**config.mk**
```make
export PLATFORM = sky130hd
export DESIGN_NAME = double_ended_queue_core
export DESIGN_NICKNAME = d
export VERILOG_FILES = /design/src/hdl/dq_pkg.sv /design/src/hdl/dq_ram.sv /design/src/hdl/dq_ctrl.sv /design/src/hdl/double_ended_queue_core.sv
export SDC_FILE = /design/constraint.sdc
export NUM_CORES = 1
export LEC_CHECK = 0
export ABC_AREA = 1
export BUFFER_PORTS_ARGS = -buffer_cell sky130_fd_sc_hd__buf_2
export CORE_MARGIN = 2
export CORE_UTILIZATION = 40
export DETAILED_ROUTE_END_ITERATION = 16
export MAX_ROUTING_LAYER = met4
export PLACE_DENSITY = 0.52
export REMOVE_ABC_BUFFERS = 1
export SYNTH_ARGS = -nofsm -noshare
export SYNTH_HDL_FRONTEND = slang
export SYNTH_HIERARCHICAL = 1
export SYNTH_SLANG_ARGS = --single-unit
```
**constraint.sdc**
```tcl
create_clock -name clock -period 7.4 [get_ports clock]
set_input_delay 0.74 -clock clock [delete_from_list [all_inputs] [get_ports clock]]
set_output_delay 0.74 -clock clock [all_outputs]
set_load 0.005 [all_outputs]
```
**src/hdl/dq_pkg.sv**
```systemverilog
// ----------------------------------------------------------------------------
// dq_pkg
// Types and constants shared by the double-ended queue core and its parts.
// ----------------------------------------------------------------------------
package dq_pkg;

   localparam int DEPTH   = 16;
   localparam int PTR_W   = $clog2(DEPTH);
   localparam int CNT_W   = $clog2(DEPTH + 1);
   localparam int DATA_W  = 32;
   localparam int CMD_W   = 3;
   localparam int STAT_W  = 2;

   localparam logic [CMD_W-1:0] CMD_PUSH_FRONT = 3'd0;
   localparam logic [CMD_W-1:0] CMD_PUSH_BACK  = 3'd1;
   localparam logic [CMD_W-1:0] CMD_POP_FRONT  = 3'd2;
   localparam logic [CMD_W-1:0] CMD_POP_BACK   = 3'd3;
   localparam logic [CMD_W-1:0] CMD_PEEK_FRONT = 3'd4;
   localparam logic [CMD_W-1:0] CMD_PEEK_BACK  = 3'd5;

   localparam logic [STAT_W-1:0] ST_OK        = 2'd0;
   localparam logic [STAT_W-1:0] ST_OVERFLOW  = 2'd1;
   localparam logic [STAT_W-1:0] ST_UNDERFLOW = 2'd2;

   typedef struct packed {
      logic              we;
      logic [PTR_W-1:0]  addr;
      logic [DATA_W-1:0] wdata;
   } mem_req_type;

   typedef struct packed {
      logic              valid;
      logic              rd;
      logic [STAT_W-1:0] status;
      logic [CNT_W-1:0]  count;
      logic              full;
      logic              empty;
   } rsp_meta_type;

endpackage

```
**src/hdl/dq_ram.sv**
```systemverilog
// ----------------------------------------------------------------------------
// dq_ram
// Single-port synchronous RAM with a registered read.
// ----------------------------------------------------------------------------
module dq_ram #(
   parameter int DATA_W = 32,
   parameter int ADDR_W = 4,
   parameter int WORDS  = 16
) (
   input  logic              clock,
   input  logic              we,
   input  logic [ADDR_W-1:0] addr,
   input  logic [DATA_W-1:0] wdata,
   output logic [DATA_W-1:0] rdata
);

   logic [DATA_W-1:0] mem [WORDS];
   logic [DATA_W-1:0] rdata_ff;

   always_ff @(posedge clock) begin
      if (we) begin
         mem[addr] <= wdata;
      end
      rdata_ff <= mem[addr];
   end

   assign rdata = rdata_ff;

endmodule

```
**src/hdl/dq_ctrl.sv**
```systemverilog
// ----------------------------------------------------------------------------
// dq_ctrl
// Ring pointer and fill count logic. Decodes each command into one memory
// access and registers the status, count and flags of the response.
// ----------------------------------------------------------------------------
module dq_ctrl (
   input  logic                        clock,
   input  logic                        reset,
   input  logic                        cmd_valid,
   input  logic [dq_pkg::CMD_W-1:0]    cmd,
   input  logic [dq_pkg::DATA_W-1:0]   value,
   output dq_pkg::mem_req_type         mem_req,
   output dq_pkg::rsp_meta_type        meta
);

   localparam int SUM_W = dq_pkg::PTR_W + 2;

   logic [dq_pkg::PTR_W-1:0] head_ff, head_in;
   logic [dq_pkg::CNT_W-1:0] count_ff, count_in;
   dq_pkg::rsp_meta_type     meta_ff, meta_in;

   logic                     now_full;
   logic                     now_empty;
   logic [dq_pkg::PTR_W-1:0] head_dec;
   logic [dq_pkg::PTR_W-1:0] head_inc;
   logic [dq_pkg::PTR_W-1:0] tail_pos;
   logic [dq_pkg::PTR_W-1:0] last_pos;

   function automatic logic [dq_pkg::PTR_W-1:0] ring_add(
      input logic [dq_pkg::PTR_W-1:0] base,
      input logic [dq_pkg::CNT_W-1:0] off
   );
      logic [SUM_W-1:0] sum;
      sum = SUM_W'(base) + SUM_W'(off);
      if (sum >= SUM_W'(dq_pkg::DEPTH)) begin
         sum = sum - SUM_W'(dq_pkg::DEPTH);
      end
      return sum[dq_pkg::PTR_W-1:0];
   endfunction

   always_comb begin
      now_full  = (count_ff == dq_pkg::CNT_W'(dq_pkg::DEPTH));
      now_empty = (count_ff == '0);
      head_dec = (head_ff == '0) ? dq_pkg::PTR_W'(dq_pkg::DEPTH - 1) : head_ff - 1'b1;
      head_inc = ring_add(head_ff, dq_pkg::CNT_W'(1));
      tail_pos = ring_add(head_ff, count_ff);
      last_pos = ring_add(head_ff, count_ff - 1'b1);
   end

   always_comb begin
      head_in         = head_ff;
      count_in        = count_ff;
      mem_req.we      = 1'b0;
      mem_req.addr    = head_ff;
      mem_req.wdata   = value;
      meta_in         = '0;
      meta_in.valid   = cmd_valid;
      meta_in.status  = dq_pkg::ST_OK;
      if (cmd_valid) begin
         unique case (cmd)
            dq_pkg::CMD_PUSH_FRONT: begin
               if (now_full) begin
                  meta_in.status = dq_pkg::ST_OVERFLOW;
               end else begin
                  mem_req.we   = 1'b1;
                  mem_req.addr = head_dec;
                  head_in      = head_dec;
                  count_in     = count_ff + 1'b1;
               end
            end
            dq_pkg::CMD_PUSH_BACK: begin
               if (now_full) begin
                  meta_in.status = dq_pkg::ST_OVERFLOW;
               end else begin
                  mem_req.we   = 1'b1;
                  mem_req.addr = tail_pos;
                  count_in     = count_ff + 1'b1;
               end
            end
            dq_pkg::CMD_POP_FRONT, dq_pkg::CMD_PEEK_FRONT: begin
               if (now_empty) begin
                  meta_in.status = dq_pkg::ST_UNDERFLOW;
               end else begin
                  meta_in.rd   = 1'b1;
                  mem_req.addr = head_ff;
                  if (cmd == dq_pkg::CMD_POP_FRONT) begin
                     head_in  = head_inc;
                     count_in = count_ff - 1'b1;
                  end
               end
            end
            dq_pkg::CMD_POP_BACK, dq_pkg::CMD_PEEK_BACK: begin
               if (now_empty) begin
                  meta_in.status = dq_pkg::ST_UNDERFLOW;
               end else begin
                  meta_in.rd   = 1'b1;
                  mem_req.addr = last_pos;
                  if (cmd == dq_pkg::CMD_POP_BACK) begin
                     count_in = count_ff - 1'b1;
                  end
               end
            end
            default: begin
            end
         endcase
      end
      meta_in.count = count_in;
      meta_in.full  = (count_in == dq_pkg::CNT_W'(dq_pkg::DEPTH));
      meta_in.empty = (count_in == '0);
   end

   always_ff @(posedge clock) begin
      if (reset) begin
         head_ff       <= '0;
         count_ff      <= '0;
         meta_ff.valid <= 1'b0;
      end else begin
         head_ff       <= head_in;
         count_ff      <= count_in;
         meta_ff.valid <= meta_in.valid;
      end
      meta_ff.rd     <= meta_in.rd;
      meta_ff.status <= meta_in.status;
      meta_ff.count  <= meta_in.count;
      meta_ff.full   <= meta_in.full;
      meta_ff.empty  <= meta_in.empty;
   end

   assign meta = meta_ff;

endmodule

```
**src/hdl/double_ended_queue_core.sv**
```systemverilog
// ----------------------------------------------------------------------------
// double_ended_queue_core
// Bounded double-ended queue of 32-bit words held in a ring buffer.
// ----------------------------------------------------------------------------
// A command word is taken at a rising edge where start is high and busy is
// low. The commands push at the front or back, pop from the front or back,
// or peek at the front or back; value carries the word to push.
// Every command gives exactly one response word in the cycle after it is
// taken, marked by rsp_strobe for that single cycle. The response holds the
// word read, a status code, the count after the command, and the full and
// empty flags.
// One command is taken every cycle: the ring pointers update in the cycle
// of the command, and the single-port storage RAM carries one read or one
// write per command, with the read data registered into the response.
// busy is never raised.
// Reset clears the head pointer and the count, so the queue starts empty;
// the storage itself is not cleared. The receiver cannot stall responses.
// ----------------------------------------------------------------------------
module double_ended_queue_core (
   input  logic                              clock,
   input  logic                              reset,
   input  logic                              start,
   output logic                              busy,
   input  logic [dq_pkg::CMD_W-1:0]          req_command,
   input  logic signed [dq_pkg::DATA_W-1:0]  req_value,
   output logic                              rsp_strobe,
   output logic signed [dq_pkg::DATA_W-1:0]  rsp_data,
   output logic [dq_pkg::STAT_W-1:0]         rsp_status,
   output logic [dq_pkg::CNT_W-1:0]          rsp_count,
   output logic                              rsp_is_full,
   output logic                              rsp_empty
);

   dq_pkg::mem_req_type       mem_req;
   dq_pkg::rsp_meta_type      meta;
   logic [dq_pkg::DATA_W-1:0] rdata;

   assign busy = 1'b0;

   dq_ctrl u_ctrl (
      .clock     (clock),
      .reset     (reset),
      .cmd_valid (start & ~busy),
      .cmd       (req_command),
      .value     (req_value),
      .mem_req   (mem_req),
      .meta      (meta)
   );

   dq_ram #(
      .DATA_W (dq_pkg::DATA_W),
      .ADDR_W (dq_pkg::PTR_W),
      .WORDS  (dq_pkg::DEPTH)
   ) u_ram (
      .clock (clock),
      .we    (mem_req.we),
      .addr  (mem_req.addr),
      .wdata (mem_req.wdata),
      .rdata (rdata)
   );

   assign rsp_strobe   = meta.valid;
   assign rsp_data     = meta.rd ? rdata : '0;
   assign rsp_status   = meta.status;
   assign rsp_count    = meta.count;
   assign rsp_is_full  = meta.full;
   assign rsp_empty    = meta.empty;

endmodule

```
==> results of run 1 <==
power breakdown:
group          switching (uW)  total [uW]  internal (uW)
registers                31.4        3580           3540
clock network            1270        2940           1670
logic                     559         749            190
path summary, 6_finish.rpt:
check	slack, ns	start	end
worst max-delay path	2.31	u_ctrl/count_ff[0]	u_ram/mem[13][10]
worst max register to register	2.31	u_ctrl/count_ff[0]	u_ram/mem[13][10]
worst min-delay path	0.42	reset	u_ctrl/meta[10]
worst min register to register	0.58	u_ctrl/count_ff[0]	u_ctrl/count_ff[0]
worst max-delay path, delay by kind of cell, from the launching register on:
| family | cells | cell delay [ns] |
|---|---|---|
| simple gates | 6 | 2.52 |
| buf+inv | 3 | 1.00 |
| flops | 1 | 0.43 |
| compound gates | 1 | 0.31 |
| fa+ha+maj | 1 | 0.30 |
synth_stat cells (all sizes together):
cell,n
nor3,2
nand3,35
conb,1
nand4,5
nand2,1473
o221ai,1
edfxtp,512
ha,11
or2,1
a211oi,1
o21a,1
nor2,46
clkbuf,11
fa,2
o21ai,13
clkinv,1
xnor2,3
a31oi,1
xor2,6
o311ai,1
a21oi,11
dfxtp,52
buf,127
inv,138
per-stage QoR:
stage	utilization [%]	hold WS (ns)	instance area, sq um	std cells
CTS	44.7	0.381	26900	3305
global route	44.7	0.410	26900	3305
detailed placement	41.5	0.569	25000	3192
global placement	41.5	0.553	25000	3192
finish	44.7	0.418	26900	3305
floorplan	-	0.512	23300	2317
sequential cells by signal, indices dropped and copies added (netlist names):
register / cells
u_ctrl/head_ff: 4
u_ctrl/meta: 11
u_ram/mem: 512
u_ram/rdata: 32
u_ctrl/count_ff: 5
cells in the final DEF (no fill, tap or decap), drive strengths merged:
| cell type | Yosys | layout |
|---|---|---|
| nand4 | 5 | 5 |
| clkbuf | 11 | 81 |
| nor3 | 2 | 2 |
| ha | 11 | 11 |
| nand3 | 35 | 35 |
| bufinv | 0 | 3 |
| xnor2 | 3 | 3 |
| o21ai | 13 | 13 |
| o311ai | 1 | 1 |
| inv | 138 | 138 |
| fa | 2 | 2 |
| xor2 | 6 | 6 |
| nand2 | 1473 | 1473 |
| a31oi | 1 | 1 |
| o221ai | 1 | 1 |
| o21a | 1 | 1 |
| a21oi | 11 | 11 |
| clkinv | 1 | 30 |
| conb | 1 | 1 |
| edfxtp | 512 | 512 |
| nor2 | 46 | 46 |
| or2 | 1 | 1 |
| a211oi | 1 | 1 |
| buf | 127 | 93 |
| dfxtp | 52 | 52 |
per-layer routing:
layer	vias to the layer above	global-route usage [%]	wire (um)
li1	7821	-	-
met1	7732	26.7	28300
met2	326	34.6	31200
met3	84	2.58	2520
met4	0	5.30	1290
met5	-	-	0
area by class of cell:
cell class              count  area (sq um)
fillers                  5739         33300
repair buffers             93           513
inverters                 139           532
multi-input cells        1614          6550
clock inverters            32           282
flip-flops and latches    564         16400
well taps                 782           978
clock buffers              81          1650
cell families (layout without fill, tap and decap cells):
| logic type | count (synthesis) | in the layout |
|---|---|---|
| xor+xnor | 9 | 9 |
| compound gates | 29 | 29 |
| other cells | 1 | 1 |
| buf+inv | 277 | 345 |
| flops | 564 | 564 |
| fa+ha+maj | 13 | 13 |
| simple gates | 1562 | 1562 |
==> impl_summary.md, run 1 <==
Status
The flow ran to the end, and the final reports show no timing, DRC or antenna violations.

STA
Based on the critical path, the design can be clocked at up to 196 MHz. The number of endpoints with negative hold slack in the final report is 0. In the final timing run, aggregate negative setup slack is 0 ns.

Setup repair after global routing left no endpoint under its margin. The setup skew after layout is 0.0269 ns. In this run the tightest slew margin relative to its limit is 12.7%. The number of setup violations in the final report is 0. The final critical-path setup slack is 2.31 ns.

The slew of the pin with the lowest slew margin is 1.31 ns. The final cycle utilization of the critical path is 68.8%. The total count of max-transition violations in the final report is 0. The final critical-path required period is 5.09 ns.

Power and ir drop
The worst voltage drop across the vdd grid is 200 uV. The leakage power figure is 0.0117 uW. Dividing total power by cell area gives a power density of 270 nW/um^2. The design draws 7260 uW.

Synth
The xor and xnor area share after synthesis is 0.324%. The average instance in the mapped netlist occupies 9.90 sq um. The mapped cell area is 24300 sq um.

The sequential share of the synthesized area is 67.5%. The synthesized netlist devotes 0.690% of its cell area to compound gates. The Yosys step of the flow raised 6 warnings. The number of different library cells used by synthesis comes to 37. The main combinational cell family by area after synthesis is simple AND/OR/NAND/NOR gates.

The post-synthesis instance total is 2455. Summing the areas of all fa, ha and maj instances in the mapped netlist gives 0.731% of the synthesized area. The synthesized design spends more area on one cell type than any other, namely sky130_fd_sc_hd__edfxtp_1.

After synthesis, the largest area contributor takes up 63.3% of total cell area. By area the synthesized netlist is led by sky130_fd_sc_hd__edfxtp_1 (63%), sky130_fd_sc_hd__nand2_1 (23%), sky130_fd_sc_hd__dfxtp_1 (4.3%), sky130_fd_sc_hd__inv_1 (2.1%), sky130_fd_sc_hd__buf_4 (1.5%). The number of register bits inferred by synthesis is 564.

The portion of synthesized area spent on multiplexers is 0%. Of the total synthesized cell area, the portion taken by AND, OR, NAND and NOR gates is 24.5%.

Detailed routing
In the routed design, unresolved DRC markers number 0. After detailed routing, the average wire length per cell comes to 19.1 um. The detail route stage leaves a number of antenna-violating nets equal to 0. The number of DRC markers after the initial detailed-route iteration is 1038. The total iterations of the first detailed-routing run is 7. For this block, the routed nets add up to 63.3 mm of wire. The number of vias after detailed routing is 16000. The per-cell via count in the routed design is 4.83.

Clock network
After clock tree synthesis, the clock-pin slew on the worst setup and hold paths is 0.06 ns. Hold repair after CTS inserted 0 buffers. The number of setup buffers added after CTS is 0. The number of H-tree branching levels is 2. The sink count of the clock tree is 564. No sink is reached through more buffers than the 3 on the longest clock path. In this run the clock root is driven by a sky130_fd_sc_hd__clkbuf_16. The TritonCTS clock tree is built.

The number of buffers created by CTS is 60. The count of cells resized by post-cts repair is 0. For the worst-skew pair, the clock arrives at the later sink with an insertion delay of 0.65 ns.

Setup path
The signal arrival time at the worst endpoint is 5.33 ns. Among the stages of the critical path, the cell type that occurs most often is sky130_fd_sc_hd__nand2_1. The critical path is of the flop to flop type. The critical path launch point type is a flop. The kind of end point of the critical path is a flop. At the worst endpoint, the required time is 7.63 ns. Traced cell by cell, the critical path runs through inv_1, ha_1, nand3_2, clkinv_1, nand2_1, nand2_1, o21ai_0, nand2_4, inv_4, nand3_1, nor2_4. For this design, the slowest cell found on the critical path is sky130_fd_sc_hd__nor2_4. The largest single stage delay on the critical path is 1.09 ns. Of all nets on the critical path, the largest fanout is 53. Counting cells, the worst reg-to-reg path comes to 11.

Placed design
The HPWL after detailed placement is 36.2 mm. The global placer's final weighted congestion is 0.813. The number of input and output port buffers inserted is 79.

At the placement stage, the worst setup path has a slack of 2.27 ns.

Die
The die span in y is 251 um. The core footprint is 60200 sq um. The x dimension of the die is 251 um. The floorplan row count is 90. The initial cell density of the core is 40.3%. 81 I/O pins were placed. The die covers 62800 sq um.

Hold path
The depth of the worst hold-timing path is 2. The worst hold path class is input pin to flop.

Global routing
The first-pass GRT wire length is 94.5 mm. The maximum number of pins on one net before global-route repair is 131. The initial antenna violation count was 0.

The final global-route overflow total is 0. The via count of the first global-routing pass is 15000. The total global routing track utilization is 20.7%.

Finish
The growth of design area from synthesis to finish is 10.8%. The final net count is 2523. The repair_antennas step left the layout with diodes totalling 0. Of the cells placed in the final design, the portion with a size suffix greater than 1 is 8.64%.

Job
Across the run, the number of max-cap violations was 0.
No activity file was read; power rests on OpenSTA's default activity.
==> run 2: changes to the inputs <==
Clock period 7.4 ns to 4.9 ns, I/O delays scaled along.
==> impl_summary.md, run 2 (same netlist as run 1, synthesis figures left out) <==
Status
The run finished with clean final reports.

Setup path
The critical path launch point type is a flop. The required time of the critical path is 5.42 ns (-2.21 ns). The maximum net fanout on the critical path was 19 (-64%). The most used cell along the critical path is sky130_fd_sc_hd__nand2_1. The cell depth of the worst setup path was 17 (+6). The kind of cell with the highest combined delay along the critical path is buffers and inverters. The critical path is of the flop to flop type. The largest incremental delay on the critical path came to 0.82 ns (-0.27 ns). The worst reg2reg path depth is 17 (+6). The count of buffer and inverter cells on the critical path is 4 (+1). The slowest cell on the critical path is sky130_fd_sc_hd__clkinv_1. The kind of end point of the critical path is a flop. The signal arrival time at the worst endpoint was 4.69 ns (-0.64 ns). The critical path goes through inv_1, ha_1, xor2_1, ha_1, nand2_1, nand2_1, o21ai_0, nand4_1, nand3_1, a21oi_1, nand2_1, clkinv_1, buf_4, nand2_1, nand2_1, inv_1, nand2_1.

Power and ir drop
The leakage power figure was 0.0118 uW (+1.3%). The worst voltage drop across the vdd grid is 296 uV (+48%). The total power per unit cell area is 403 nW/um^2 (+49%).

Die
The die area was 62800 sq um (unchanged). The x dimension of the die is 251 um (unchanged). The initial cell density of the core came to 40.3% (unchanged). The die span in y is 251 um (unchanged). The core footprint is 60200 sq um (unchanged). The floorplan row count was 90 (unchanged).

The number of top-level design ports is 81 (unchanged).

Clock network
The count of buffers added by post-CTS timing repair for setup was 0 (unchanged). The post-CTS clock slew at the launch and capture registers of the worst setup and hold paths is 0.06 ns (about the same). TritonCTS built the clock tree.

The latest clock arrival within the worst-skew pair is 0.63 ns (-0.02 ns). The hold buffer count at CTS came to 0 (unchanged). The maximum number of buffers from clock root to sink is 3 (unchanged). The cell at the root of the clock tree is sky130_fd_sc_hd__clkbuf_16. The number of buffers created by CTS came to 61 (+1.7%).

The sink count of the clock tree is 564 (unchanged). The number of H-tree branching levels is 2 (unchanged). The count of cells resized by post-cts repair is 0 (unchanged).

STA
The highest achievable clock rate is 240 MHz (+22%). The total count of max-transition violations in the final report is 0 (unchanged). The slew of the pin with the lowest slew margin is 1.10 ns (-0.205 ns). The relative slew slack came to 26.6% (+14 points). The number of endpoints with negative hold slack in the final report is 0 (unchanged). The final cycle utilization of the critical path was 85.0% (+16 points). The setup skew after layout is 0.0178 ns (-0.00904 ns). The number of setup violations in the final report is 0 (unchanged). The final critical-path required period is 4.17 ns (-0.926 ns).

Setup repair after global routing left no endpoint under its margin. The worst hold margin came to 0.189 ns (-0.229 ns).

Global routing
The first-pass GRT wire length is 93.4 mm (-1.1%). The total global routing track utilization was 20.0% (-0.64 points). The final global-route overflow total came to 0 (unchanged). The initial antenna violation count is 2 (+2).

The via count of the first global-routing pass came to 15700 (+4.4%). The maximum number of pins on one net before global-route repair is 210 (+60%).

Detailed routing
The total iterations of the first detailed-routing run is 5 (-2). The average detailed-routed wire length per instance is 18.2 um (-5.1%). The number of DRC markers after the initial detailed-route iteration is 942 (-9.2%). The total wire length was 60.5 mm (-4.4%).

The per-cell via count in the routed design is 4.77 (-1.2%). The number of vias after detailed routing is 15900 (-0.49%). The antenna violation net count after detailed routing is 0 (unchanged). The number of remaining DRC errors was 0 (unchanged).

Hold path
The depth of the worst hold-timing path was 2 (unchanged). The worst hold path belongs to the class input pin to flop.

Finish
The area growth from synthesis to layout is 11.9%. Leaving out fill and tap cells, the most frequent cell in the layout is sky130_fd_sc_hd__nand2_1. The register with the highest flop count is u_ram/mem. The core utilization of the finished layout is 45.1% (+0.45 points).

The number of fill cells is 5659 (-1.4%). Leaving out fill and tap cells, the most frequent cells in the layout are sky130_fd_sc_hd__nand2_1 (1469), sky130_fd_sc_hd__edfxtp_1 (512), sky130_fd_sc_hd__inv_1 (130). The number of flip-flops in the largest register is 512 (unchanged).

The total inserted antenna cells is 0 (unchanged). The final net count is 2547 (+0.95%). The fraction of final layout cells sized beyond drive strength 1 came to 9.47% (+0.83 points).

Placed design
The global placer's final weighted congestion was 0.874 (+7.6%). The HPWL reported at the end of detailed placement is 32.7 mm (-9.8%). The number of input and output port buffers inserted is 79 (unchanged).

Job
The number of maximum-capacitance violations is 0 (unchanged).
[run 2: cell type report]
type / count / area, sq um / area share, %
flip-flops and latches: 564 / 16400 / 60.4
multi-input cells: 1614 / 6550 / 24.1
clock buffers: 81 / 1650 / 6.07
well taps: 782 / 978 / 3.60
repair buffers: 116 / 786 / 2.89
inverters: 139 / 532 / 1.96
clock inverters: 32 / 282 / 1.04
[run 2: worst reg2reg max path, cell delays in order (launching register included)]
cell                       delay (ns)
sky130_fd_sc_hd__dfxtp_1         0.42
sky130_fd_sc_hd__inv_1           0.14
sky130_fd_sc_hd__ha_1            0.30
sky130_fd_sc_hd__xor2_1          0.19
sky130_fd_sc_hd__ha_1            0.34
sky130_fd_sc_hd__nand2_1         0.07
sky130_fd_sc_hd__nand2_1         0.06
sky130_fd_sc_hd__o21ai_0         0.23
sky130_fd_sc_hd__nand4_1         0.11
sky130_fd_sc_hd__nand3_1         0.11
sky130_fd_sc_hd__a21oi_1         0.20
sky130_fd_sc_hd__nand2_1         0.40
sky130_fd_sc_hd__clkinv_1        0.82
sky130_fd_sc_hd__buf_4           0.46
sky130_fd_sc_hd__nand2_1         0.08
sky130_fd_sc_hd__nand2_1         0.05
sky130_fd_sc_hd__inv_1           0.05
sky130_fd_sc_hd__nand2_1         0.05
[run 2: path summary, 6_finish.rpt]
kind	from	endpoint	slack (ns)
setup / recovery	u_ctrl/count_ff[0]	u_ram/rdata[2]	0.73
hold / removal	reset	u_ctrl/meta[10]	0.19
setup reg to reg	u_ctrl/count_ff[0]	u_ram/rdata[2]	0.73
hold reg to reg	u_ctrl/count_ff[0]	u_ctrl/count_ff[0]	0.58
[run 2: metal layers]
layer	GRT usage, %	share of wire (%)
met5	-	0
met4	5.66	2.3
met3	2.59	3.5
met2	33.0	48
met1	26.2	47
[run 2: through the flow]
step	cells	instance area [sq um]	total power, uW	worst slack [ns]	TNS, ns
finish	3328	27200	11000	0.733	0
global route	3328	27200	11400	0.332	0
CTS	3328	27200	11100	0.701	0
detailed placement	3215	25300	6620	0.710	0
global placement	3215	25300	6610	0.789	0
floorplan	2317	23300	6310	-12.25	-5973.69
[run 2: where the power goes]
group	switching, uW	total (uW)	internal [uW]
Combinational	789	1090	299
Sequential	59.9	5410	5350
Clock	1880	4460	2570
